<file path="config.mk">
export PLATFORM = sky130hd
export DESIGN_NAME = spe_ndiv
export DESIGN_NICKNAME = d
export VERILOG_FILES = /design/src/design/spe_pkg.sv /design/src/design/spe_ndiv.sv
export SDC_FILE = /design/constraint.sdc
export NUM_CORES = 2
export LEC_CHECK = 0
export CAP_MARGIN = 20
export CORE_MARGIN = 5
export CORE_UTILIZATION = 60
export DETAILED_ROUTE_END_ITERATION = 12
export DONT_BUFFER_PORTS = 1
export PLACE_DENSITY = 0.76
export SLEW_MARGIN = 20
export SYNTH_ARGS = -nofsm -noshare
export SYNTH_HDL_FRONTEND = slang
export SYNTH_SLANG_ARGS = --single-unit
</file>
<file path="constraint.sdc">
create_clock -name clk_i -period 6.64 [get_ports clk_i]
set_clock_uncertainty 0.2 [all_clocks]
set_input_delay 0.664 -clock clk_i [delete_from_list [all_inputs] [get_ports clk_i]]
set_output_delay 0.664 -clock clk_i [all_outputs]
set_load 0.005 [all_outputs]
</file>
<file path="src/design/spe_pkg.sv">
// Shared constants for the sphere point evaluator: register indexes, reset values,
// widths and the CORDIC arctangent table. No dependencies.
package spe_pkg;

  localparam int unsigned CFG_IDX_W  = 3;
  localparam int unsigned CFG_DATA_W = 48;

  localparam logic [CFG_IDX_W-1:0] REG_RADIUS   = 3'd0;
  localparam logic [CFG_IDX_W-1:0] REG_FRAME_X  = 3'd1;
  localparam logic [CFG_IDX_W-1:0] REG_FRAME_Y  = 3'd2;
  localparam logic [CFG_IDX_W-1:0] REG_FRAME_Z  = 3'd3;
  localparam logic [CFG_IDX_W-1:0] REG_CENTER_X = 3'd4;
  localparam logic [CFG_IDX_W-1:0] REG_CENTER_Y = 3'd5;
  localparam logic [CFG_IDX_W-1:0] REG_CENTER_Z = 3'd6;

  localparam logic [30:0] RADIUS_RST  = 31'd65536;
  localparam logic [47:0] FRAME_X_RST = 48'h0000_0000_4000;
  localparam logic [47:0] FRAME_Y_RST = 48'h0000_4000_0000;
  localparam logic [47:0] FRAME_Z_RST = 48'h4000_0000_0000;

  // Integer square root: radicand below 2^62, one root bit per stage
  localparam int unsigned ISQ_IN_W  = 62;
  localparam int unsigned ISQ_OUT_W = 31;
  localparam int unsigned ISQ_STEPS = 31;

  // CORDIC rotation on Q1.30 values, angle as 32-bit binary angle
  localparam int unsigned CORDIC_STEPS = 16;
  localparam int unsigned CORDIC_W     = 34;
  localparam logic signed [CORDIC_W-1:0] CORDIC_START = 34'sd652032875;
  localparam logic signed [16:0] QUARTER_TURN = 17'sd16384;
  localparam logic signed [16:0] HALF_TURN    = 17'sd32768;
  localparam logic signed [CORDIC_W-1:0] CORDIC_ATAN [CORDIC_STEPS] = '{
    34'sd536870912, 34'sd316933406, 34'sd167458907, 34'sd85004756,
    34'sd42667330,  34'sd21354465,  34'sd10679839,  34'sd5340245,
    34'sd2670163,   34'sd1335087,   34'sd667544,    34'sd333772,
    34'sd166886,    34'sd83443,     34'sd41722,     34'sd20861
  };

  // Normal divider: numerator mag*2^14 + n/2, divisor n
  localparam int unsigned DIV_NUM_W = 45;
  localparam int unsigned DIV_DEN_W = 31;
  localparam int unsigned DIV_Q_W   = 16;
  localparam int unsigned DIV_STEPS = 16;

  localparam logic [DIV_Q_W-1:0] NORM_ONE = 16'd16384;

endpackage

</file>
<file path="src/design/spe_ndiv.sv">
// Pipelined restoring divider for one normal component, one quotient bit per stage.
// Depends on spe_pkg.
module spe_ndiv (
  input  logic                          clk_i,
  input  logic                          en_i,
  input  logic [spe_pkg::DIV_NUM_W-1:0] num_i,
  input  logic [spe_pkg::DIV_DEN_W-1:0] den_i,
  output logic [spe_pkg::DIV_Q_W-1:0]   quot_o
);
  import spe_pkg::*;

  logic [DIV_DEN_W-1:0] rem_q [DIV_STEPS-1];
  logic [DIV_Q_W-1:0]   low_q [DIV_STEPS-1];
  logic [DIV_DEN_W-1:0] den_q [DIV_STEPS-1];
  logic [DIV_Q_W-1:0]   quo_q [DIV_STEPS];

  for (genvar j = 0; j < DIV_STEPS; j++) begin : g_step
    logic [DIV_DEN_W-1:0] rem_in, den_in;
    logic [DIV_Q_W-1:0]   low_in, quo_in;
    logic [DIV_DEN_W:0]   trial;
    logic                 take;

    if (j == 0) begin : g_first
      assign rem_in = DIV_DEN_W'(num_i[DIV_NUM_W-1:DIV_Q_W]);
      assign low_in = num_i[DIV_Q_W-1:0];
      assign den_in = den_i;
      assign quo_in = '0;
    end else begin : g_next
      assign rem_in = rem_q[j-1];
      assign low_in = low_q[j-1];
      assign den_in = den_q[j-1];
      assign quo_in = quo_q[j-1];
    end

    assign trial = {rem_in, low_in[DIV_Q_W-1]};
    assign take  = trial >= {1'b0, den_in};

    always_ff @(posedge clk_i) begin
      if (en_i) begin
        quo_q[j] <= {quo_in[DIV_Q_W-2:0], take};
      end
    end

    if (j < DIV_STEPS - 1) begin : g_carry
      always_ff @(posedge clk_i) begin
        if (en_i) begin
          rem_q[j] <= take ? DIV_DEN_W'(trial - {1'b0, den_in}) : DIV_DEN_W'(trial);
          low_q[j] <= low_in << 1;
          den_q[j] <= den_in;
        end
      end
    end
  end

  assign quot_o = quo_q[DIV_STEPS-1];

endmodule

</file>
# After elaboration in Yosys (flattened, before gate mapping)
# Memories as Yosys holds them, arrays and structs flattened.
# Index checks and enable logic that the tools add are counted.
op_classes:
  muxes: 17
  magnitude_cmp: 16
  add_sub_neg: 15
ops:
  columns: ["operator", "count"]
  rows:
  - ["32-bit by 31-bit greater-or-equal comparator with 1-bit output", 15]
  - ["31-bit 2-to-1 mux", 15]
  - ["31-bit subtractor", 14]
  - ["30-bit by 31-bit greater-or-equal comparator with 1-bit output", 1]
  - ["30-bit by 31-bit subtractor with 31-bit output", 1]
  - ["1-bit 2-to-1 mux", 2]
word_totals:
  inputBits: 78
  output_inout_bits: 16
  ff_bits: 0
  ramBits: 1411
  n_memories: 4
  elab_cells: 52
mem_list:
  columns: ["memory", "depth", "word_bits", "read_ports", "rd_clocked_by_memory_dff", "write_ports", "line", "source"]
  rows:
  - ["den_q", 15, 31, 15, 0, 15, "spe_ndiv.sv:14", "logic [DIV_DEN_W-1:0] den_q [DIV_STEPS-1];"]
  - ["rem_q", 15, 31, 15, 0, 15, "spe_ndiv.sv:12", "logic [DIV_DEN_W-1:0] rem_q [DIV_STEPS-1];"]
  - ["quo_q", 16, 16, 16, 0, 16, "spe_ndiv.sv:15", "logic [DIV_Q_W-1:0] quo_q [DIV_STEPS];"]
  - ["low_q", 15, 15, 15, 0, 15, "spe_ndiv.sv:13", "logic [DIV_Q_W-1:0] low_q [DIV_STEPS-1];"]

# Longest topological paths before layout
# An unclocked memory read counts as a cell.
logic_depth:
  word_depth: 3
  ltp_mapped: 15
  depth_no_buf: 13

# Worst setup path before layout
# Ideal clock, no wire load.
synth_path:
  path_type: "in2reg"
  from: "input den_i[17] in the netlist's numbering"
  to: "memory rem_q[0][10] (data pin)"
  required_time_ns: 6.180
  path_stages: 12
  n_path_buf: 1
  setup_slack_ns: 3.087
  arrival_time_ns: 3.094
  setup_ns: 0.260
  path_cell_list: "inv_1 ha_1 nand4_1 or3_1 o22a_1 o31a_1 a311oi_4 a31o_2 nand2_2 a31oi_4 buf_6 mux2_2"
synth_lines:
  columns: ["item", "line", "source"]
  rows:
  - ["start, declared", "spe_ndiv.sv:7", "input logic [spe_pkg::DIV_DEN_W-1:0] den_i,"]
  - ["end, declared", "spe_ndiv.sv:12", null]

==> impl_metrics.json <==
{
  "ys_seq_area_frac": 0.531,
  "pwr-share-clk": 0.204,
  "power.leakage_nw": 30.1,
  "intPower_mw": 21.8,
  "worstSetupPathType": "reg -> reg",
  "grt_pass1_wl_um": 236000,
  "syn_to_final_growth_pct": 9.93,
  "yosysWarnings": 0,
  "die_x_um": 344,
  "p_seq_frac": 0.345,
  "synth.most_common_cell": "edfxtp_1",
  "hold_buffers": 78,
  "synth_compound_area_frac": 0.160,
  "core_um2": 111000,
  "gr-total-overflow": 0,
  "setup_viol": 0,
  "rsz0062_at_grt": "false",
  "gp_congestion": 0.949,
  "initial_core_util": 0.605,
  "grt_max_degree": 1023,
  "synthFlopType": "edfxtp_1",
  "synth_edf_count": 1186,
  "grt_usage": 0.250,
  "ys_ff_latch": 1186,
  "nNetsFinal": 6729,
  "cpMaxStageDelayCell": "a21oi_1",
  "die-area_um2": 119000,
  "synth_largest_area_cell": "edfxtp_1",
  "endpoint_kind": "flip-flop",
  "ant_nets": 0,
  "path_max_fanout": 31,
  "totalWireLength_um": 150000,
  "synth_cell_types": 93,
  "grt_pass1_vias": 46100,
  "root_buffer": "clkbuf_16",
  "clock_latency_ns": 0.74,
  "timing.fmax_mhz": 225,
  "synth-xor-area-share": 0.0480,
  "synth.area.top_cells": "edfxtp_1 (53%), ha_1 (9.2%), o21ai_0 (3.4%)",
  "status": "finished clean",
  "io_pins": 94,
  "hpwl_um": 109000,
  "path_cells": "ha_1, fa_1, nand2b_1, a21oi_1, a211oi_2, a211oi_1, o31ai_1, a21o_1, a21oi_1, nor2_1, inv_2, mux2_2",
  "post-route-period-util": 0.671,
  "antenna_found_initial": 0,
  "cts_max_path_buffers": 3,
  "holdCritPathClass": "in -> reg",
  "muxShareOfSynthArea": 0.0222,
  "synth.avg_cell_area_um2": 11.1,
  "slew_headroom": 0.266,
  "vias_per_cell": 5.92,
  "wl_per_cell_um": 19.4,
  "critPathArrivalTime_ns": 4.72,
  "cts_resized": 0,
  "synth-adder-area-share": 0.0968,
  "maxSlewViolCount": 0,
  "cp.required_ns": 6.91,
  "synth_top_family_by_area": "compound AO/OA/AOI/OAI gates",
  "hold_viol": 0,
  "final_util": 0.666,
  "dr_total_vias": 45700,
  "synth_top_cells_by_count": "edfxtp_1 (1186), inv_1 (610), nand2_1 (547)",
  "drv_cap": 0,
  "drc": 0,
  "syn-cell-area_um2": 67100,
  "synthSimpleGateAreaFrac": 0.0984,
  "cts_made_buffers": 134,
  "critPathBufInv": 1,
  "rrSetupSlack_ns": 2.19,
  "p_sw_mw": 13.4,
  "p_comb_frac": 0.451,
  "portBuffers": 0,
  "drive_gt1_frac": 0.0627,
  "p_sw_frac": 0.381,
  "syn_inst": 6047,
  "cpMostUsedCell": "a21oi_1",
  "fin_setup_tns_ns": 0,
  "cp-start-kind": "flip-flop",
  "post_cts_buffers": 0,
  "rows": 122,
  "drt-pass1-iter-count": 6,
  "htreeDepth": 4,
  "power_density_nw_per_um2": 477,
  "ir_drop_v": 0.000331,
  "period_needed_ns": 4.45,
  "die_y_um": 344,
  "clk_pin_slew_worst_paths_ns": 0.06,
  "tightest_slew_ns": 1.09,
  "synthArstFlopShare": 0,
  "critPathTopFamily": "compound AO/OA/AOI/OAI gates",
  "cts.sinks": 1186,
  "diodes": 0,
  "max_stage_delay_ns": 0.54,
  "synth_top_area_frac": 0.531,
  "synth_nets": 6635,
  "drt_iter0_drc": 2785,
  "cts_tree": "yes"
}
==> area by class of cell <==
class	count	area, µm²
fill	8282	37100
clock buffer	159	3530
inverter	613	2300
timing repair buffer	105	1140
sequential	1186	35600
multi-input combinational	4101	28600
clock inverter	77	728
tap	1488	1860
==> metal layers <==
metal	vias to the layer above	wire length, µm	global-route usage
met1	21600	54700	0.260
met4	0	9360	0.146
met3	439	5750	0.0351
li1	22400	-	-
met5	-	0	0
met2	1198	79800	0.478
==> cell families after synthesis <==
logic type | after synthesis
DFF | 1186
AOI/OAI and AO/OA | 1689
muxes | 133
xor gates and xnor gates | 368
adders and majority gates | 510
and+or+nand+nor | 1401
buffers and inverters | 760
==> metrics by stage <==
stage	setup WS [ns]	total power, mW	hold slack (ns)	cells	instance area, µm²
6_report	2.19	35.2	0.101	7729	73800
5_1_grt	1.89	37.6	0.0737	7729	73800
4_1_cts	2.12	35.1	0.0435	7721	73600
3_5_place_dp	2.12	27.7	0.205	7407	68500
3_3_place_gp	2.18	27.4	0.200	7407	68500
2_1_floorplan	3.09	23.9	0.200	6047	67100
==> state kept, by name, summed over array words and instances (netlist names) <==
register,cells
rem_q,465
low_q,120
den_q,465
quo_q,136
==> cells in the final DEF (no fill, tap or decap), types with 87 or more instances in the layout <==
cell type	netlist	final
nor2_1	290	290
a21oi_1	448	447
xnor2_1	205	205
mux2_2	120	120
a21o_1	235	235
o21ai_0	460	460
nand2_1	547	547
clkbuf_16	0	138
inv_1	610	610
edfxtp_1	1186	1186
xor2_1	163	163
nand4_1	87	87
ha_1	495	495
==> power groups by stage <==
| stage | Combinational, mW | Clock [mW] | Sequential [mW] |
|---|---|---|---|
| 2_1_floorplan | 12.2 | 0 | 11.7 |
| 3_3_place_gp | 15.1 | 0 | 12.2 |
| 3_5_place_dp | 15.4 | 0 | 12.2 |
| 4_1_cts | 15.6 | 7.34 | 12.1 |
| 5_1_grt | 17.6 | 7.65 | 12.3 |
| 6_report | 15.9 | 7.19 | 12.1 |
==> final timing paths <==
kind	from	endpoint	cells after the start
worst max-delay path	den_q[1][31]$_DFFE_PP_	rem_q[1][67]$_DFFE_PP_	12
worst min-delay path	den_i[0]	rem_q[0][0]$_DFFE_PP_	2
worst max register to register	den_q[1][31]$_DFFE_PP_	rem_q[1][67]$_DFFE_PP_	12
worst min register to register	low_q[0][116]$_DFFE_PP_	low_q[1][12]$_DFFE_PP_	0
Note: power is estimated with default switching activity, not from simulation.
