==> config.mk <==
export PLATFORM = sky130hd
export DESIGN_NAME = spe_cordic
export DESIGN_NICKNAME = d
export VERILOG_FILES = /design/src/design/spe_pkg.sv /design/src/design/spe_cordic.sv
export SDC_FILE = /design/constraint.sdc
export NUM_CORES = 2
export LEC_CHECK = 0
export BUFFER_PORTS_ARGS = -buffer_cell sky130_fd_sc_hd__buf_2
export CAP_MARGIN = 25
export CORE_ASPECT_RATIO = 0.9
export CORE_MARGIN = 4
export CORE_UTILIZATION = 25
export CTS_CLUSTER_SIZE = 10
export DETAILED_ROUTE_END_ITERATION = 16
export GPL_TIMING_DRIVEN = 0
export HOLD_SLACK_MARGIN = 0.12
export MAX_ROUTING_LAYER = met4
export SYNTH_ARGS = -nofsm -noshare
export SYNTH_HDL_FRONTEND = slang
export SYNTH_SLANG_ARGS = --single-unit
==> constraint.sdc <==
create_clock -name clk_i -period 8 [get_ports clk_i]
set_input_delay 2 -clock clk_i [delete_from_list [all_inputs] [get_ports clk_i]]
set_output_delay 2 -clock clk_i [all_outputs]
set_load 0.005 [all_outputs]
==> src/design/spe_pkg.sv <==
// Shared constants for the sphere point evaluator: register indexes, reset values,
// widths and the CORDIC arctangent table. No dependencies.
package spe_pkg;

  localparam int unsigned CFG_IDX_W  = 3;
  localparam int unsigned CFG_DATA_W = 48;

  localparam logic [CFG_IDX_W-1:0] REG_RADIUS   = 3'd0;
  localparam logic [CFG_IDX_W-1:0] REG_FRAME_X  = 3'd1;
  localparam logic [CFG_IDX_W-1:0] REG_FRAME_Y  = 3'd2;
  localparam logic [CFG_IDX_W-1:0] REG_FRAME_Z  = 3'd3;
  localparam logic [CFG_IDX_W-1:0] REG_CENTER_X = 3'd4;
  localparam logic [CFG_IDX_W-1:0] REG_CENTER_Y = 3'd5;
  localparam logic [CFG_IDX_W-1:0] REG_CENTER_Z = 3'd6;

  localparam logic [30:0] RADIUS_RST  = 31'd65536;
  localparam logic [47:0] FRAME_X_RST = 48'h0000_0000_4000;
  localparam logic [47:0] FRAME_Y_RST = 48'h0000_4000_0000;
  localparam logic [47:0] FRAME_Z_RST = 48'h4000_0000_0000;

  // Integer square root: radicand below 2^62, one root bit per stage
  localparam int unsigned ISQ_IN_W  = 62;
  localparam int unsigned ISQ_OUT_W = 31;
  localparam int unsigned ISQ_STEPS = 31;

  // CORDIC rotation on Q1.30 values, angle as 32-bit binary angle
  localparam int unsigned CORDIC_STEPS = 16;
  localparam int unsigned CORDIC_W     = 34;
  localparam logic signed [CORDIC_W-1:0] CORDIC_START = 34'sd652032875;
  localparam logic signed [16:0] QUARTER_TURN = 17'sd16384;
  localparam logic signed [16:0] HALF_TURN    = 17'sd32768;
  localparam logic signed [CORDIC_W-1:0] CORDIC_ATAN [CORDIC_STEPS] = '{
    34'sd536870912, 34'sd316933406, 34'sd167458907, 34'sd85004756,
    34'sd42667330,  34'sd21354465,  34'sd10679839,  34'sd5340245,
    34'sd2670163,   34'sd1335087,   34'sd667544,    34'sd333772,
    34'sd166886,    34'sd83443,     34'sd41722,     34'sd20861
  };

  // Normal divider: numerator mag*2^14 + n/2, divisor n
  localparam int unsigned DIV_NUM_W = 45;
  localparam int unsigned DIV_DEN_W = 31;
  localparam int unsigned DIV_Q_W   = 16;
  localparam int unsigned DIV_STEPS = 16;

  localparam logic [DIV_Q_W-1:0] NORM_ONE = 16'd16384;

endpackage

==> src/design/spe_cordic.sv <==
// Pipelined CORDIC giving cosine and sine of a 16-bit binary angle in Q1.30.
// Depends on spe_pkg.
module spe_cordic (
  input  logic               clk_i,
  input  logic               en_i,
  input  logic signed [15:0] azimuth_i,
  output logic signed [31:0] cos_o,
  output logic signed [31:0] sin_o
);
  import spe_pkg::*;

  logic signed [16:0]         fold;
  logic                       fold_neg;
  logic signed [CORDIC_W-1:0] zp_q;
  logic                       negp_q;

  logic signed [CORDIC_W-1:0] x_q [CORDIC_STEPS];
  logic signed [CORDIC_W-1:0] y_q [CORDIC_STEPS];
  logic signed [CORDIC_W-1:0] z_q [CORDIC_STEPS-1];
  logic                       neg_q [CORDIC_STEPS];
  logic signed [31:0]         cos_q, sin_q;

  // Fold beyond a quarter turn by a half turn; negate both results at the end
  always_comb begin
    fold     = 17'(azimuth_i);
    fold_neg = 1'b0;
    if (fold > QUARTER_TURN) begin
      fold     = fold - HALF_TURN;
      fold_neg = 1'b1;
    end else if (fold < -QUARTER_TURN) begin
      fold     = fold + HALF_TURN;
      fold_neg = 1'b1;
    end
  end

  always_ff @(posedge clk_i) begin
    if (en_i) begin
      zp_q   <= {fold[16], fold, 16'b0};
      negp_q <= fold_neg;
    end
  end

  for (genvar i = 0; i < CORDIC_STEPS; i++) begin : g_iter
    logic signed [CORDIC_W-1:0] x_in, y_in, z_in, dx, dy;
    logic                       n_in;

    if (i == 0) begin : g_first
      assign x_in = CORDIC_START;
      assign y_in = '0;
      assign z_in = zp_q;
      assign n_in = negp_q;
    end else begin : g_next
      assign x_in = x_q[i-1];
      assign y_in = y_q[i-1];
      assign z_in = z_q[i-1];
      assign n_in = neg_q[i-1];
    end

    assign dx = y_in >>> i;
    assign dy = x_in >>> i;

    always_ff @(posedge clk_i) begin
      if (en_i) begin
        neg_q[i] <= n_in;
        if (!z_in[CORDIC_W-1]) begin
          x_q[i] <= x_in - dx;
          y_q[i] <= y_in + dy;
        end else begin
          x_q[i] <= x_in + dx;
          y_q[i] <= y_in - dy;
        end
      end
    end

    if (i < CORDIC_STEPS - 1) begin : g_z
      always_ff @(posedge clk_i) begin
        if (en_i) begin
          z_q[i] <= z_in[CORDIC_W-1] ? z_in + CORDIC_ATAN[i] : z_in - CORDIC_ATAN[i];
        end
      end
    end
  end

  always_ff @(posedge clk_i) begin
    if (en_i) begin
      cos_q <= neg_q[CORDIC_STEPS-1] ? 32'(-x_q[CORDIC_STEPS-1]) : 32'(x_q[CORDIC_STEPS-1]);
      sin_q <= neg_q[CORDIC_STEPS-1] ? 32'(-y_q[CORDIC_STEPS-1]) : 32'(y_q[CORDIC_STEPS-1]);
    end
  end

  assign cos_o = cos_q;
  assign sin_o = sin_q;

endmodule

Word level (Yosys, flattened, before mapping)
Memory sizes are Yosys's and may differ from the RTL's.
Index checks and enable logic that the tools add are counted.

storage, ports and cells
  bits in registers = 82
  RAM bits = 1614
  input port bits = 18
  output and inout bits = 64
  memories = 4

memory list
  memory  depth  width  rd ports  clocked after Yosys merged registers in  write ports  RTL line          source
  x_q     16     34     16        0                                        16           spe_cordic.sv:17  logic signed [CORDIC_W-1:0] x_q [CORDIC_STEPS];
  y_q     16     34     16        0                                        16           spe_cordic.sv:18  logic signed [CORDIC_W-1:0] y_q [CORDIC_STEPS];
  z_q     15     34     15        0                                        15           spe_cordic.sv:19  logic signed [CORDIC_W-1:0] z_q [CORDIC_STEPS-1];
  neg_q   16     1      16        0                                        16           spe_cordic.sv:20  logic neg_q [CORDIC_STEPS];

operators by class
  add/subtract/negate cells = 94
  $lt $le $gt $ge = 2
  mux-type cells = 150
  bitwise logic cells = 32

operator list
  kind                                            count
  34-bit two-way mux                              47
  1-bit two-way mux                               99
  34-bit by 19-bit adder with 34-bit output       2
  34-bit by 20-bit adder with 34-bit output       2
  34-bit by 21-bit adder with 34-bit output       2
  34-bit by 22-bit adder with 34-bit output       2
  34-bit by 23-bit adder with 34-bit output       2
  34-bit by 24-bit adder with 34-bit output       2
  34-bit by 25-bit adder with 34-bit output       2
  34-bit by 26-bit adder with 34-bit output       2
  34-bit by 27-bit adder with 34-bit output       2
  34-bit by 28-bit adder with 34-bit output       2
  34-bit by 29-bit adder with 34-bit output       2
  34-bit by 30-bit adder with 34-bit output       2
  34-bit by 31-bit adder with 34-bit output       2
  34-bit by 32-bit adder with 34-bit output       2
  34-bit by 33-bit adder with 34-bit output       2
  34-bit by 19-bit subtractor with 34-bit output  2
  34-bit by 20-bit subtractor with 34-bit output  2
  34-bit by 21-bit subtractor with 34-bit output  2
  34-bit by 22-bit subtractor with 34-bit output  2
  34-bit by 23-bit subtractor with 34-bit output  2
  34-bit by 24-bit subtractor with 34-bit output  2
  34-bit by 25-bit subtractor with 34-bit output  2
  46 further kinds                                88

Longest topological paths before layout
An unclocked memory read counts as a cell.

  word-level depth = 5
  mapped depth = 24

Worst setup path after synthesis
OpenSTA, ideal clock, no wires.

  path type = input to register
  start = input en_i
  end = memory x_q[10][33], in the netlist x_q[1][101] (data pin)
  arrival time = 6269 ps
  data required time = 7740 ps
  setup slack = 1471 ps
  stages = 19
  buffers on the path = 5
  cell sequence = clkbuf_1 -> clkbuf_1 -> clkbuf_1 -> clkbuf_1 -> nand2_1 -> clkbuf_1 -> o21ai_0 -> ha_1 -> a21o_1 -> a21oi_1 -> o211ai_1 -> a221o_1 -> a41o_1 -> a2111o_1 -> a31oi_2 -> nor2b_1 -> a21oi_1 -> o21ai_0 -> xnor2_1

RTL lines
  item                RTL line          source
  start: declaration  spe_cordic.sv:5   input logic en_i,
  end: declaration    spe_cordic.sv:17

==> results.cfg <==
[status]
run_status = complete, no violations

[placement]
numPortBuffers = 81
dp_worst_setup_slack_ns = -2.673
dp_hpwl_mm = 256.0
gp_routability_congestion = 0.9130

[floorplanning]
die-height_um = 685.3
dieWidth_um = 760.6
num_rows = 248
floorplan.io_pins = 82
fp.dieArea_mm2 = 0.5213
core_region_area_mm2 = 0.5073
starting_density_pct = 25.12

[logic_synthesis]
synth_enable_flop_cells = 1542
synth_top_family_by_area = compound AO/OA/AOI/OAI gates
synth_adder_area_share_pct = 14.21
mean_instance_size_in_the_synthesized_netlist_um2 = 9.666
synth_mux_area_share_pct = 0.8944
synth_seq_area_share_pct = 36.33
synth_async_sr_flop_share_pct = 0
synth.cell_area_mm2 = 0.1274
synth.distinct_cells = 99
ys.flop_type = edfxtp_1
yosys_warnings = 0
synth-xor-area-share_pct = 13.03
syn_inst = 13190
synth_seq_cells = 1542
synth_compound_area_share_pct = 20.31
synth_simple_gate_area_share_pct = 12.86

[worst_setup_path]
cp-start-kind = input port
worst_setup_path_end_kind = flip-flop
timing.critical_path.required_ns = 8.51
worstPathMaxFanout = 69
path_class = in -> reg
arrival_ns = 8.16

[timing]
finalWorstSetupSlack_ns = 0.3518
slew_headroom_pct = 26.67
fin_worst_skew_ns = 0.1104
final_min_period_over_clock_period_pct = 95.60
finalWorstPathRequiredPeriod_ns = 7.648
tightest_slew_ns = 1.072
rsz0062_at_grt = false
final-hold-violation-count = 0
max_freq_ghz = 0.1307
slew_viol_final = 0
setup_viol = 0

[grt]
initial_antenna_violation_count = 8
grt.total_usage_pct = 12.15
first_pass_grt_wire_length_mm = 509.1
globalRoute.totalOverflow = 0
largest_net_degree_at_the_start_of_global_routing = 130
number_of_global_route_vias_before_repair = 93380

[clock_tree]
cts_sinks = 1542
ctsLongestPathBuffers = 4
cts_tree = yes
clock_tree.htree_level_count = 4
ctsHoldBuffers = 0
clk_pin_slew_worst_paths_ns = 0.06
clock-root-buffer = clkbuf_16
cts_inserted_buffers = 189
cts_setup_buffers = 0
clk_latency_ns = 0.87

[layout]
fin_util_pct = 27.97
drive_gt1_share_pct = 3.652
most_common_cell_after_layout_fill_and_taps_aside = edfxtp_1
nets = 14920
areaGrowthSynthToFinish_pct = 11.33
most-common-layout-cells = edfxtp_1, ha_1, a21oi_1

[hold_path]
hold_class = reg -> reg

[detailed_routing]
drt_antenna_net_count = 0
number_of_detailed_route_iterations_in_the_first_pass = 6
detail_route.wirelength_mm = 322.5
drt-initial-drc-count = 7588
remaining_drc_errors = 0
detail_route.vias_per_cell = 4.864
post_drt_wl_per_cell_um = 15.90
route.vias.total = 98640

[flow_run]
drv.max_cap_violation_count = 0
sequential cells by signal, indices dropped and copies added (netlist names):
register	flops
cos_o	32
neg_q	16
z_q	435
x_q	500
g_iter.z_in	17
g_iter.n_in	1
sin_o	32
y_q	509
kinds of logic (layout without fill, tap and decap cells):
family,after synthesis,in the layout
other cells,2,12
flops,1542,1542
fa+ha+maj,1422,1422
mux,108,108
xor+xnor,1894,1894
buf+inv,799,1133
compound gates,4071,4071
simple gates,3347,3347
final timing paths:
path	start	slack, ns	endpoint	depth (start not counted)
setup / recovery	en_i	0.35	x_q[1][101]	21
hold / removal	neg_q[0][1]	0.39	neg_q[0][2]	0
setup reg to reg	x_q[0][60]	1.45	y_q[0][101]	18
hold reg to reg	neg_q[0][1]	0.39	neg_q[0][2]	0
routing by layer:
layer | up-vias | share of wire, % | global-route usage (%) | wire length (µm)
met2 | 2250 | 46 | 19.64 | 146900
met5 | - | 0 | - | 0
met4 | 0 | 2.7 | 3.171 | 8664
met3 | 456 | 4.7 | 1.346 | 15240
met1 | 46310 | 47 | 16.17 | 151700
li1 | 49630 | - | - | -
timing repair:
action                                  CTS  global route
endpoints found under the setup margin  460            20
gates cloned                              1             0
resized for setup                         3             9
synthesized netlist by cell type, types with 239 or more instances:
cell type | instances | area [µm²]
a21o_1 | 722 | 5420
a21oi_1 | 1327 | 6641
clkbuf_1 | 275 | 1032
edfxtp_1 | 1542 | 46300
ha_1 | 1380 | 17270
inv_1 | 504 | 1892
nand2_1 | 785 | 2947
nand2b_1 | 239 | 1495
nor2_1 | 907 | 3405
nor3_1 | 278 | 1391
o21ai_0 | 730 | 3654
xnor2_1 | 1232 | 10790
xor2_1 | 661 | 5789
cell type report:
cell class              count  area, µm²
diodes                      2      5.005
repair buffers             97      790.8
clock buffers             209       4847
plain buffers             292       1162
clock inverters            30      259.0
flip-flops and latches   1542      46300
fillers                 53190     365500
inverters                 505       1896
multi-input cells       10850      78170
well taps                6750       8446
per-stage QoR:
stage	std cells	TNS (ns)	hold slack, ns	instance area [µm²]
after floorplan	13190	0	0.4003	127500
final	20280	0	0.3890	141900
after global placement	20020	-	0.4008	136300
after global routing	20280	0	0.3817	141900
after CTS	20280	0	0.3763	141800
after detailed placement	20040	-842.71	0.4045	136700
worst max-delay path, cell delays in order:
cell,delay [ns]
buf_12,0.29
buf_16,0.37
buf_4,0.43
clkbuf_2,0.20
buf_12,0.20
nand2_1,0.36
clkbuf_1,0.43
o41ai_1,0.19
xnor2_1,0.25
ha_1,0.33
a21oi_1,0.25
o21ai_1,0.13
and3_1,0.20
a221o_1,0.40
a41o_1,0.34
a2111o_1,0.43
a31oi_2,0.34
nor2b_1,0.11
a21oi_1,0.26
o21ai_0,0.16
xnor2_1,0.16
Power is not shown: default switching activity piles up to over one toggle a cycle in this logic, so the estimate is an artifact.
