[src/design/spe_pkg.sv]
// Shared constants for the sphere point evaluator: register indexes, reset values,
// widths and the CORDIC arctangent table. No dependencies.
package spe_pkg;

  localparam int unsigned CFG_IDX_W  = 3;
  localparam int unsigned CFG_DATA_W = 48;

  localparam logic [CFG_IDX_W-1:0] REG_RADIUS   = 3'd0;
  localparam logic [CFG_IDX_W-1:0] REG_FRAME_X  = 3'd1;
  localparam logic [CFG_IDX_W-1:0] REG_FRAME_Y  = 3'd2;
  localparam logic [CFG_IDX_W-1:0] REG_FRAME_Z  = 3'd3;
  localparam logic [CFG_IDX_W-1:0] REG_CENTER_X = 3'd4;
  localparam logic [CFG_IDX_W-1:0] REG_CENTER_Y = 3'd5;
  localparam logic [CFG_IDX_W-1:0] REG_CENTER_Z = 3'd6;

  localparam logic [30:0] RADIUS_RST  = 31'd65536;
  localparam logic [47:0] FRAME_X_RST = 48'h0000_0000_4000;
  localparam logic [47:0] FRAME_Y_RST = 48'h0000_4000_0000;
  localparam logic [47:0] FRAME_Z_RST = 48'h4000_0000_0000;

  // Integer square root: radicand below 2^62, one root bit per stage
  localparam int unsigned ISQ_IN_W  = 62;
  localparam int unsigned ISQ_OUT_W = 31;
  localparam int unsigned ISQ_STEPS = 31;

  // CORDIC rotation on Q1.30 values, angle as 32-bit binary angle
  localparam int unsigned CORDIC_STEPS = 16;
  localparam int unsigned CORDIC_W     = 34;
  localparam logic signed [CORDIC_W-1:0] CORDIC_START = 34'sd652032875;
  localparam logic signed [16:0] QUARTER_TURN = 17'sd16384;
  localparam logic signed [16:0] HALF_TURN    = 17'sd32768;
  localparam logic signed [CORDIC_W-1:0] CORDIC_ATAN [CORDIC_STEPS] = '{
    34'sd536870912, 34'sd316933406, 34'sd167458907, 34'sd85004756,
    34'sd42667330,  34'sd21354465,  34'sd10679839,  34'sd5340245,
    34'sd2670163,   34'sd1335087,   34'sd667544,    34'sd333772,
    34'sd166886,    34'sd83443,     34'sd41722,     34'sd20861
  };

  // Normal divider: numerator mag*2^14 + n/2, divisor n
  localparam int unsigned DIV_NUM_W = 45;
  localparam int unsigned DIV_DEN_W = 31;
  localparam int unsigned DIV_Q_W   = 16;
  localparam int unsigned DIV_STEPS = 16;

  localparam logic [DIV_Q_W-1:0] NORM_ONE = 16'd16384;

endpackage

[src/design/spe_isqrt.sv]
// Pipelined integer square root, rounded down, one root bit per stage.
// Depends on spe_pkg.
module spe_isqrt (
  input  logic                           clk_i,
  input  logic                           en_i,
  input  logic [spe_pkg::ISQ_IN_W-1:0]   rad_i,
  output logic [spe_pkg::ISQ_OUT_W-1:0]  root_o
);
  import spe_pkg::*;

  logic [ISQ_IN_W-1:0] rem_q [ISQ_STEPS-1];
  logic [ISQ_IN_W-1:0] res_q [ISQ_STEPS];

  for (genvar j = 0; j < ISQ_STEPS; j++) begin : g_step
    localparam logic [ISQ_IN_W-1:0] BIT = ISQ_IN_W'(1) << (2 * (ISQ_STEPS - 1 - j));
    logic [ISQ_IN_W-1:0] rem_in, res_in, res_sh;
    logic [ISQ_IN_W:0]   trial;
    logic                take;

    if (j == 0) begin : g_first
      assign rem_in = rad_i;
      assign res_in = '0;
    end else begin : g_next
      assign rem_in = rem_q[j-1];
      assign res_in = res_q[j-1];
    end

    always_comb begin
      trial  = {1'b0, res_in} + {1'b0, BIT};
      take   = {1'b0, rem_in} >= trial;
      res_sh = res_in >> 1;
    end

    always_ff @(posedge clk_i) begin
      if (en_i) begin
        res_q[j] <= take ? res_sh + BIT : res_sh;
      end
    end

    if (j < ISQ_STEPS - 1) begin : g_rem
      always_ff @(posedge clk_i) begin
        if (en_i) begin
          rem_q[j] <= take ? rem_in - trial[ISQ_IN_W-1:0] : rem_in;
        end
      end
    end
  end

  assign root_o = res_q[ISQ_STEPS-1][ISQ_OUT_W-1:0];

endmodule

[config.mk]
export PLATFORM = sky130hd
export DESIGN_NAME = spe_isqrt
export DESIGN_NICKNAME = d
export VERILOG_FILES = /design/src/design/spe_pkg.sv /design/src/design/spe_isqrt.sv
export SDC_FILE = /design/constraint.sdc
export NUM_CORES = 2
export LEC_CHECK = 0
export BUFFER_PORTS_ARGS = -buffer_cell sky130_fd_sc_hd__clkbuf_2
export CORE_MARGIN = 4
export CORE_UTILIZATION = 59
export DETAILED_ROUTE_END_ITERATION = 10
export PLACE_DENSITY = 0.75
export SYNTH_ARGS = -nofsm -noshare
export SYNTH_HDL_FRONTEND = slang
export SYNTH_SLANG_ARGS = --single-unit
export TNS_END_PERCENT = 100
[constraint.sdc]
create_clock -name clk_i -period 5.1 [get_ports clk_i]
set_clock_uncertainty 0.2 [all_clocks]
set_input_delay 0.765 -clock clk_i [delete_from_list [all_inputs] [get_ports clk_i]]
set_output_delay 0.765 -clock clk_i [all_outputs]
set_load 0.01 [all_outputs]
# Yosys cells after proc, flatten, opt, wreduce, memory -nomap -nowiden
# Memory sizes are Yosys's and may differ from the RTL's.
# Index checks and enable logic that the tools add are counted.
[op_classes]
add_sub_neg = 90
order_cmp = 31
muxes = 63
[op_table]
columns = ["cell", "count"]
rows = [
  ["62-bit 2-to-1 mux", 60],
  ["62-bit by 63-bit greater-or-equal comparator with 1-bit output", 30],
  ["62-bit subtractor", 29],
  ["62-bit by 1-bit adder with 63-bit output (second input constant)", 1],
  ["62-bit by 11-bit adder with 63-bit output (second input constant)", 1],
  ["62-bit by 13-bit adder with 63-bit output (second input constant)", 1],
  ["62-bit by 15-bit adder with 63-bit output (second input constant)", 1],
  ["62-bit by 17-bit adder with 63-bit output (second input constant)", 1],
  ["62-bit by 19-bit adder with 63-bit output (second input constant)", 1],
  ["62-bit by 21-bit adder with 63-bit output (second input constant)", 1],
  ["62-bit by 23-bit adder with 63-bit output (second input constant)", 1],
  ["62-bit by 25-bit adder with 63-bit output (second input constant)", 1],
  ["62-bit by 27-bit adder with 63-bit output (second input constant)", 1],
  ["62-bit by 29-bit adder with 63-bit output (second input constant)", 1],
  ["62-bit by 3-bit adder with 63-bit output (second input constant)", 1],
  ["62-bit by 31-bit adder with 63-bit output (second input constant)", 1],
  ["62-bit by 33-bit adder with 63-bit output (second input constant)", 1],
  ["62-bit by 35-bit adder with 63-bit output (second input constant)", 1],
  ["62-bit by 37-bit adder with 63-bit output (second input constant)", 1],
  ["62-bit by 39-bit adder with 63-bit output (second input constant)", 1],
  ["62-bit by 41-bit adder with 63-bit output (second input constant)", 1],
  ["62-bit by 43-bit adder with 63-bit output (second input constant)", 1],
  ["62-bit by 45-bit adder with 63-bit output (second input constant)", 1],
  ["62-bit by 47-bit adder with 63-bit output (second input constant)", 1],
  ["43 further kinds", 44],
]
[totals]
register_bits = 0
mem_bits_rw = 3782
in_bits = 64
output_inout_bits = 31
wordCells = 186
mem_count = 2
[mem_list]
columns = ["memory", "words", "width", "read_ports", "rd_clocked_by_memory_dff", "write_ports", "line", "rtl"]
rows = [
  ["res_q", 31, 62, 31, 0, 31, "spe_isqrt.sv:12", "logic [ISQ_IN_W-1:0] res_q [ISQ_STEPS];"],
  ["rem_q", 30, 62, 30, 0, 30, "spe_isqrt.sv:11", "logic [ISQ_IN_W-1:0] rem_q [ISQ_STEPS-1];"],
]

# Logic depth before layout (Yosys ltp)
# An unclocked memory read counts as a cell.
[depth]
depth_word = 4
mapped_depth = 15

# Least setup slack after synthesis
# OpenSTA, ideal clock, no wires.
[synth_timing]
kind = "register to register"
startpoint = "mem rem_q[24][36] (netlist: rem_q[1][532])"
endpoint = "mem rem_q[25][25] (netlist: rem_q[1][583]) (data pin)"
setup_ps = 262
arrival_time_ps = 3247
slack_ps = 1391
stages_incl_launch_ff = 13
period_less_slack_ps = 3709
cell_sequence = "edfxtp_1 -> ha_1 -> clkbuf_1 -> a2111oi_2 -> nand2_1 -> nor3_1 -> o31ai_1 -> or3_1 -> a2111oi_4 -> inv_2 -> buf_2 -> buf_2 -> mux2_1"
[synth_rtl]
columns = ["item", "line"]
rows = [
  ["start: declaration", "spe_isqrt.sv:11"],
]

==> summary.md <==
| Metric | Value |
|---|---|
| Design area | 126,000 um^2 |
| Initial Utilization | 0.596 |
| Mapped cell area | between 100,000 and 150,000 um^2 |
| Post-synth EDFFs | between 2,000 and 2,500 |
| Post-Synth XOR/XNOR Area | 0.0634 |
| DP HPWL | ~220,000 um |
| Synth Area in Adders | 0.0578 |
| TritonCTS clock tree | yes |
| Post-Synthesis Cells | roughly 9,000 |
| Final Util | 0.662 |
| Post-synthesis compound-gate area fraction | 0.0957 |
| Post-Syn Nets | about 9,700 |
| Site Rows | 160 |
| Final non-filler cell total | between 10,000 and 15,000 |
| CP max stage delay | slightly above 0.9 ns |
| Ratio of cells with drive above 1 in the final layout | 0.0733 |
| Worst Path Max Fanout | 8 |
| Critical path class | reg2reg |
| Total wire length | roughly 300,000 um |
| Number of fill cells | about 14,000 |
| Antenna violations before repair | 10 |
| Register-to-register path setup slack | just under 0.4 ns |
| R2R depth | 11 |
| Clock transition at path regs | 0.07 ns |
| Least-Margin Pin Slew | approximately 1.2 ns |
| Sequential share of the synthesized area | 0.622 |
| First-pass GRT wire length | about 450,000 um |
| Slew HR | 0.188 |
| First-pass DRT Iterations | 6 |
| Mux contribution to synthesized area | 0.00960 |
| Clock latency reported for the late side of the worst-skew pair | a little under 0.9 ns |
| Yosys cell types | a little over 90 |
| Largest family of logic cells by synthesized area | simple AND/OR/NAND/NOR gates |
| Final setup vio count | 0 |
| CTS resizes | 0 |
| Required time of the critical path | around 5.5 ns |
| RSZ-0062 raised after global routing | false |
| Vias | between 70,000 and 80,000 |
| Slowest cell on the critical path | nor4_1 |
| Slew Viols, Final | 0 |
| Worst EP arrival | between 5 and 6 ns |
| Max VDD drop | approximately 0.00035 V |
| Fin nets | 9,964 |
| Pin count of the biggest net entering global routing | 200 |
| Congestion Overflow GR | 0 |
| Cell Pwr Density | around 460 nW/um^2 |
| Die H | around 450 um |
| Synth Area in Simple Gates | 0.123 |
| WL per Instance | 24.7 um |
| Area Overhead vs Synth | 11.2% |
| Most common cell after layout, fill and taps aside | edfxtp_1 |
| Io pins | 95 |
| HP Class | in2reg |
| Period minus WS final | ~4.7 ns |
| CTS sink count | between 2,000 and 2,500 |
| Prevailing post-synth register cell | edfxtp_1 |
| Critical R2R Capture | rem_q[1][547] |
| Synthesized area per cell | about 12 um^2 |
| Via density | around 6.2 |
| Status | completed |
| Setup crit end kind | flop |
| GPL Wtd Cong | roughly 1 |
| Final hold slack | roughly 0.13 ns |
| CP Launch Point | res_q[5][205] |
| Cell family with most CP delay | simple AND/OR/NAND/NOR gates |
| CTS Buf Count | between 200 and 250 |
| Seq cells post-synth | about 2,400 |
| Tot GR Track Use | 0.295 |
| H-tree Lvls | 4 |
| F_max | ~210 MHz |
| Final Hold Fails | 0 |
| Vias in the first global route | 72,100 |
| Crit-path cells | inv_1 -> ha_1 -> or4b_2 -> nor4_1 -> a41oi_1 -> o21ai_0 -> nor4_1 -> a21boi_4 -> or3_1 -> nor4_1 -> xor2_1 |
| Initial drt markers | between 8,000 and 9,000 |
| CP startpoint kind | flop |
| Die area | about 200,000 um^2 |
| Leak pwr | 47.6 nW |
| Max clock buf depth | 3 |
| Max Cap Violations | 0 |
| CORE AREA | 191,000 um^2 |
| ANT nets after route | 0 |
| Fin crit share | 0.924 |
| CP bufs+invs | 1 |
| Setup TNS | 0 ns |
| Critical path destination | rem_q[1][547] |
| # DRC | 0 |
| FF-to-FF Start | res_q[5][205] |
| Placed insts | 11,600 |
| Placed cell areas | between 100,000 and 150,000 um^2 |
| Commonest cells after routing, fill and taps aside | 2,356 x edfxtp_1, 664 x inv_1, 628 x a21oi_1 |
| CTS Root Cell | clkbuf_16 |
| Die Wd | 447 um |
| YS warnings | 0 |
| WP depth | 11 |
| Crit-path most repeated cell | nor4_1 |
| Synth async-reset ratio | 0 |
| Number of buffers inserted by port buffering | 94 |
==> how the worst min path moves through the flow <==
stage	startpoint	endpoint	depth (start not counted)	slack (ns)
6_report	rad_i[60]	rem_q[0][60]	3	0.13
5_1_grt	rad_i[60]	rem_q[0][60]	3	0.11
4_1_cts	rad_i[60]	rem_q[0][60]	3	0.05
3_5_place_dp	res_q[1][173]	res_q[1][234]	0	0.23
3_3_place_gp	rem_q[1][558]	rem_q[1][620]	0	0.23
2_1_floorplan	rem_q[0][348]	rem_q[0][410]	0	0.22
==> metal layers <==
metal  global-route usage  share of wire  routed length, um
met1                0.409           0.42             124000
met2                0.492           0.48             145000
met3               0.0418          0.070              21000
met4               0.0814          0.029               8710
met5                    0        0.00013                 38
==> report_power, final <==
part / internal [W] / switching [W] / total [W] / leakage, nW
logic: 0.00487 / 0.00733 / 0.0122 / 20.9
registers: 0.0246 / 0.00228 / 0.0269 / 22.7
clock network: 0.0109 / 0.00767 / 0.0186 / 4.02
==> tightest hold or removal path: stages <==
cell	delay, ns
clkbuf_2	0.10
inv_1	0.09
xnor2_1	0.15
==> cell usage after synthesis, drive strengths merged, types with 11 or more instances <==
cell type,number,share of area
o21a,79,0.0052
nor4,337,0.019
xnor2,423,0.033
inv,665,0.022
edfxtp,2356,0.62
and2,20,0.0011
clkbuf,162,0.0053
or3,99,0.0055
nor4b,51,0.0041
a2111oi,22,0.0022
o21bai,65,0.0043
nand3b,23,0.0015
a21oi,629,0.028
a211oi,42,0.0028
ha,525,0.058
buf,33,0.0013
a31oi,45,0.0025
a211o,12,0.00092
a31o,12,0.00092
nor3,256,0.011
nand4,157,0.0086
a21boi,28,0.0019
o221ai,11,0.00085
nor2,614,0.020
o31a,12,0.00092
or4,64,0.0042
o31ai,54,0.0036
or2,41,0.0023
nor2b,78,0.0043
nand2b,105,0.0058
and3,51,0.0028
nand2,577,0.019
xor2,400,0.031
o21ai,387,0.017
a21o,189,0.012
o2111ai,14,0.0011
mux2,88,0.0087
o211ai,41,0.0028
and4,22,0.0017
nor3b,14,0.00092
nand4b,21,0.0017
nand3,140,0.0062
==> state kept, by name, summed over array words and instances (netlist names) <==
signal	cells
rem_q	1860
res_q	496
==> logic make-up (layout without fill, tap and decap cells) <==
logic type,count (synthesis),in the layout
compound gates,1747,1747
simple gates,2698,2698
other cells,0,6
mux,98,98
fa+ha+maj,525,525
buf+inv,860,1335
flops,2356,2356
xor+xnor,823,823
==> through the flow <==
step           total power (W)  setup slack [ns]
5_1_grt                 0.0602             0.385
3_5_place_dp            0.0391             0.674
2_1_floorplan           0.0348              1.39
4_1_cts                 0.0577             0.643
3_3_place_gp            0.0389             0.623
6_report                0.0577             0.385
==> timing repair <==
item | CTS | global route
setup buffers | 0 | 0
endpoints found under the hold margin | 61 | 0
hold buffers | 61 | 0
==> layout make-up <==
class,count,area [um^2],share of cell area
Antenna cell,6,15.0,0.000119
Clock buffer,269,6010,0.0475
Clock inverter,174,2350,0.0186
Inverter,665,2500,0.0197
Multi-Input combinational cell,5891,39800,0.315
Sequential cell,2356,70700,0.560
Tap cell,2511,3140,0.0249
Timing Repair Buffer,227,1840,0.0145
(Power assumes the default switching activity.)
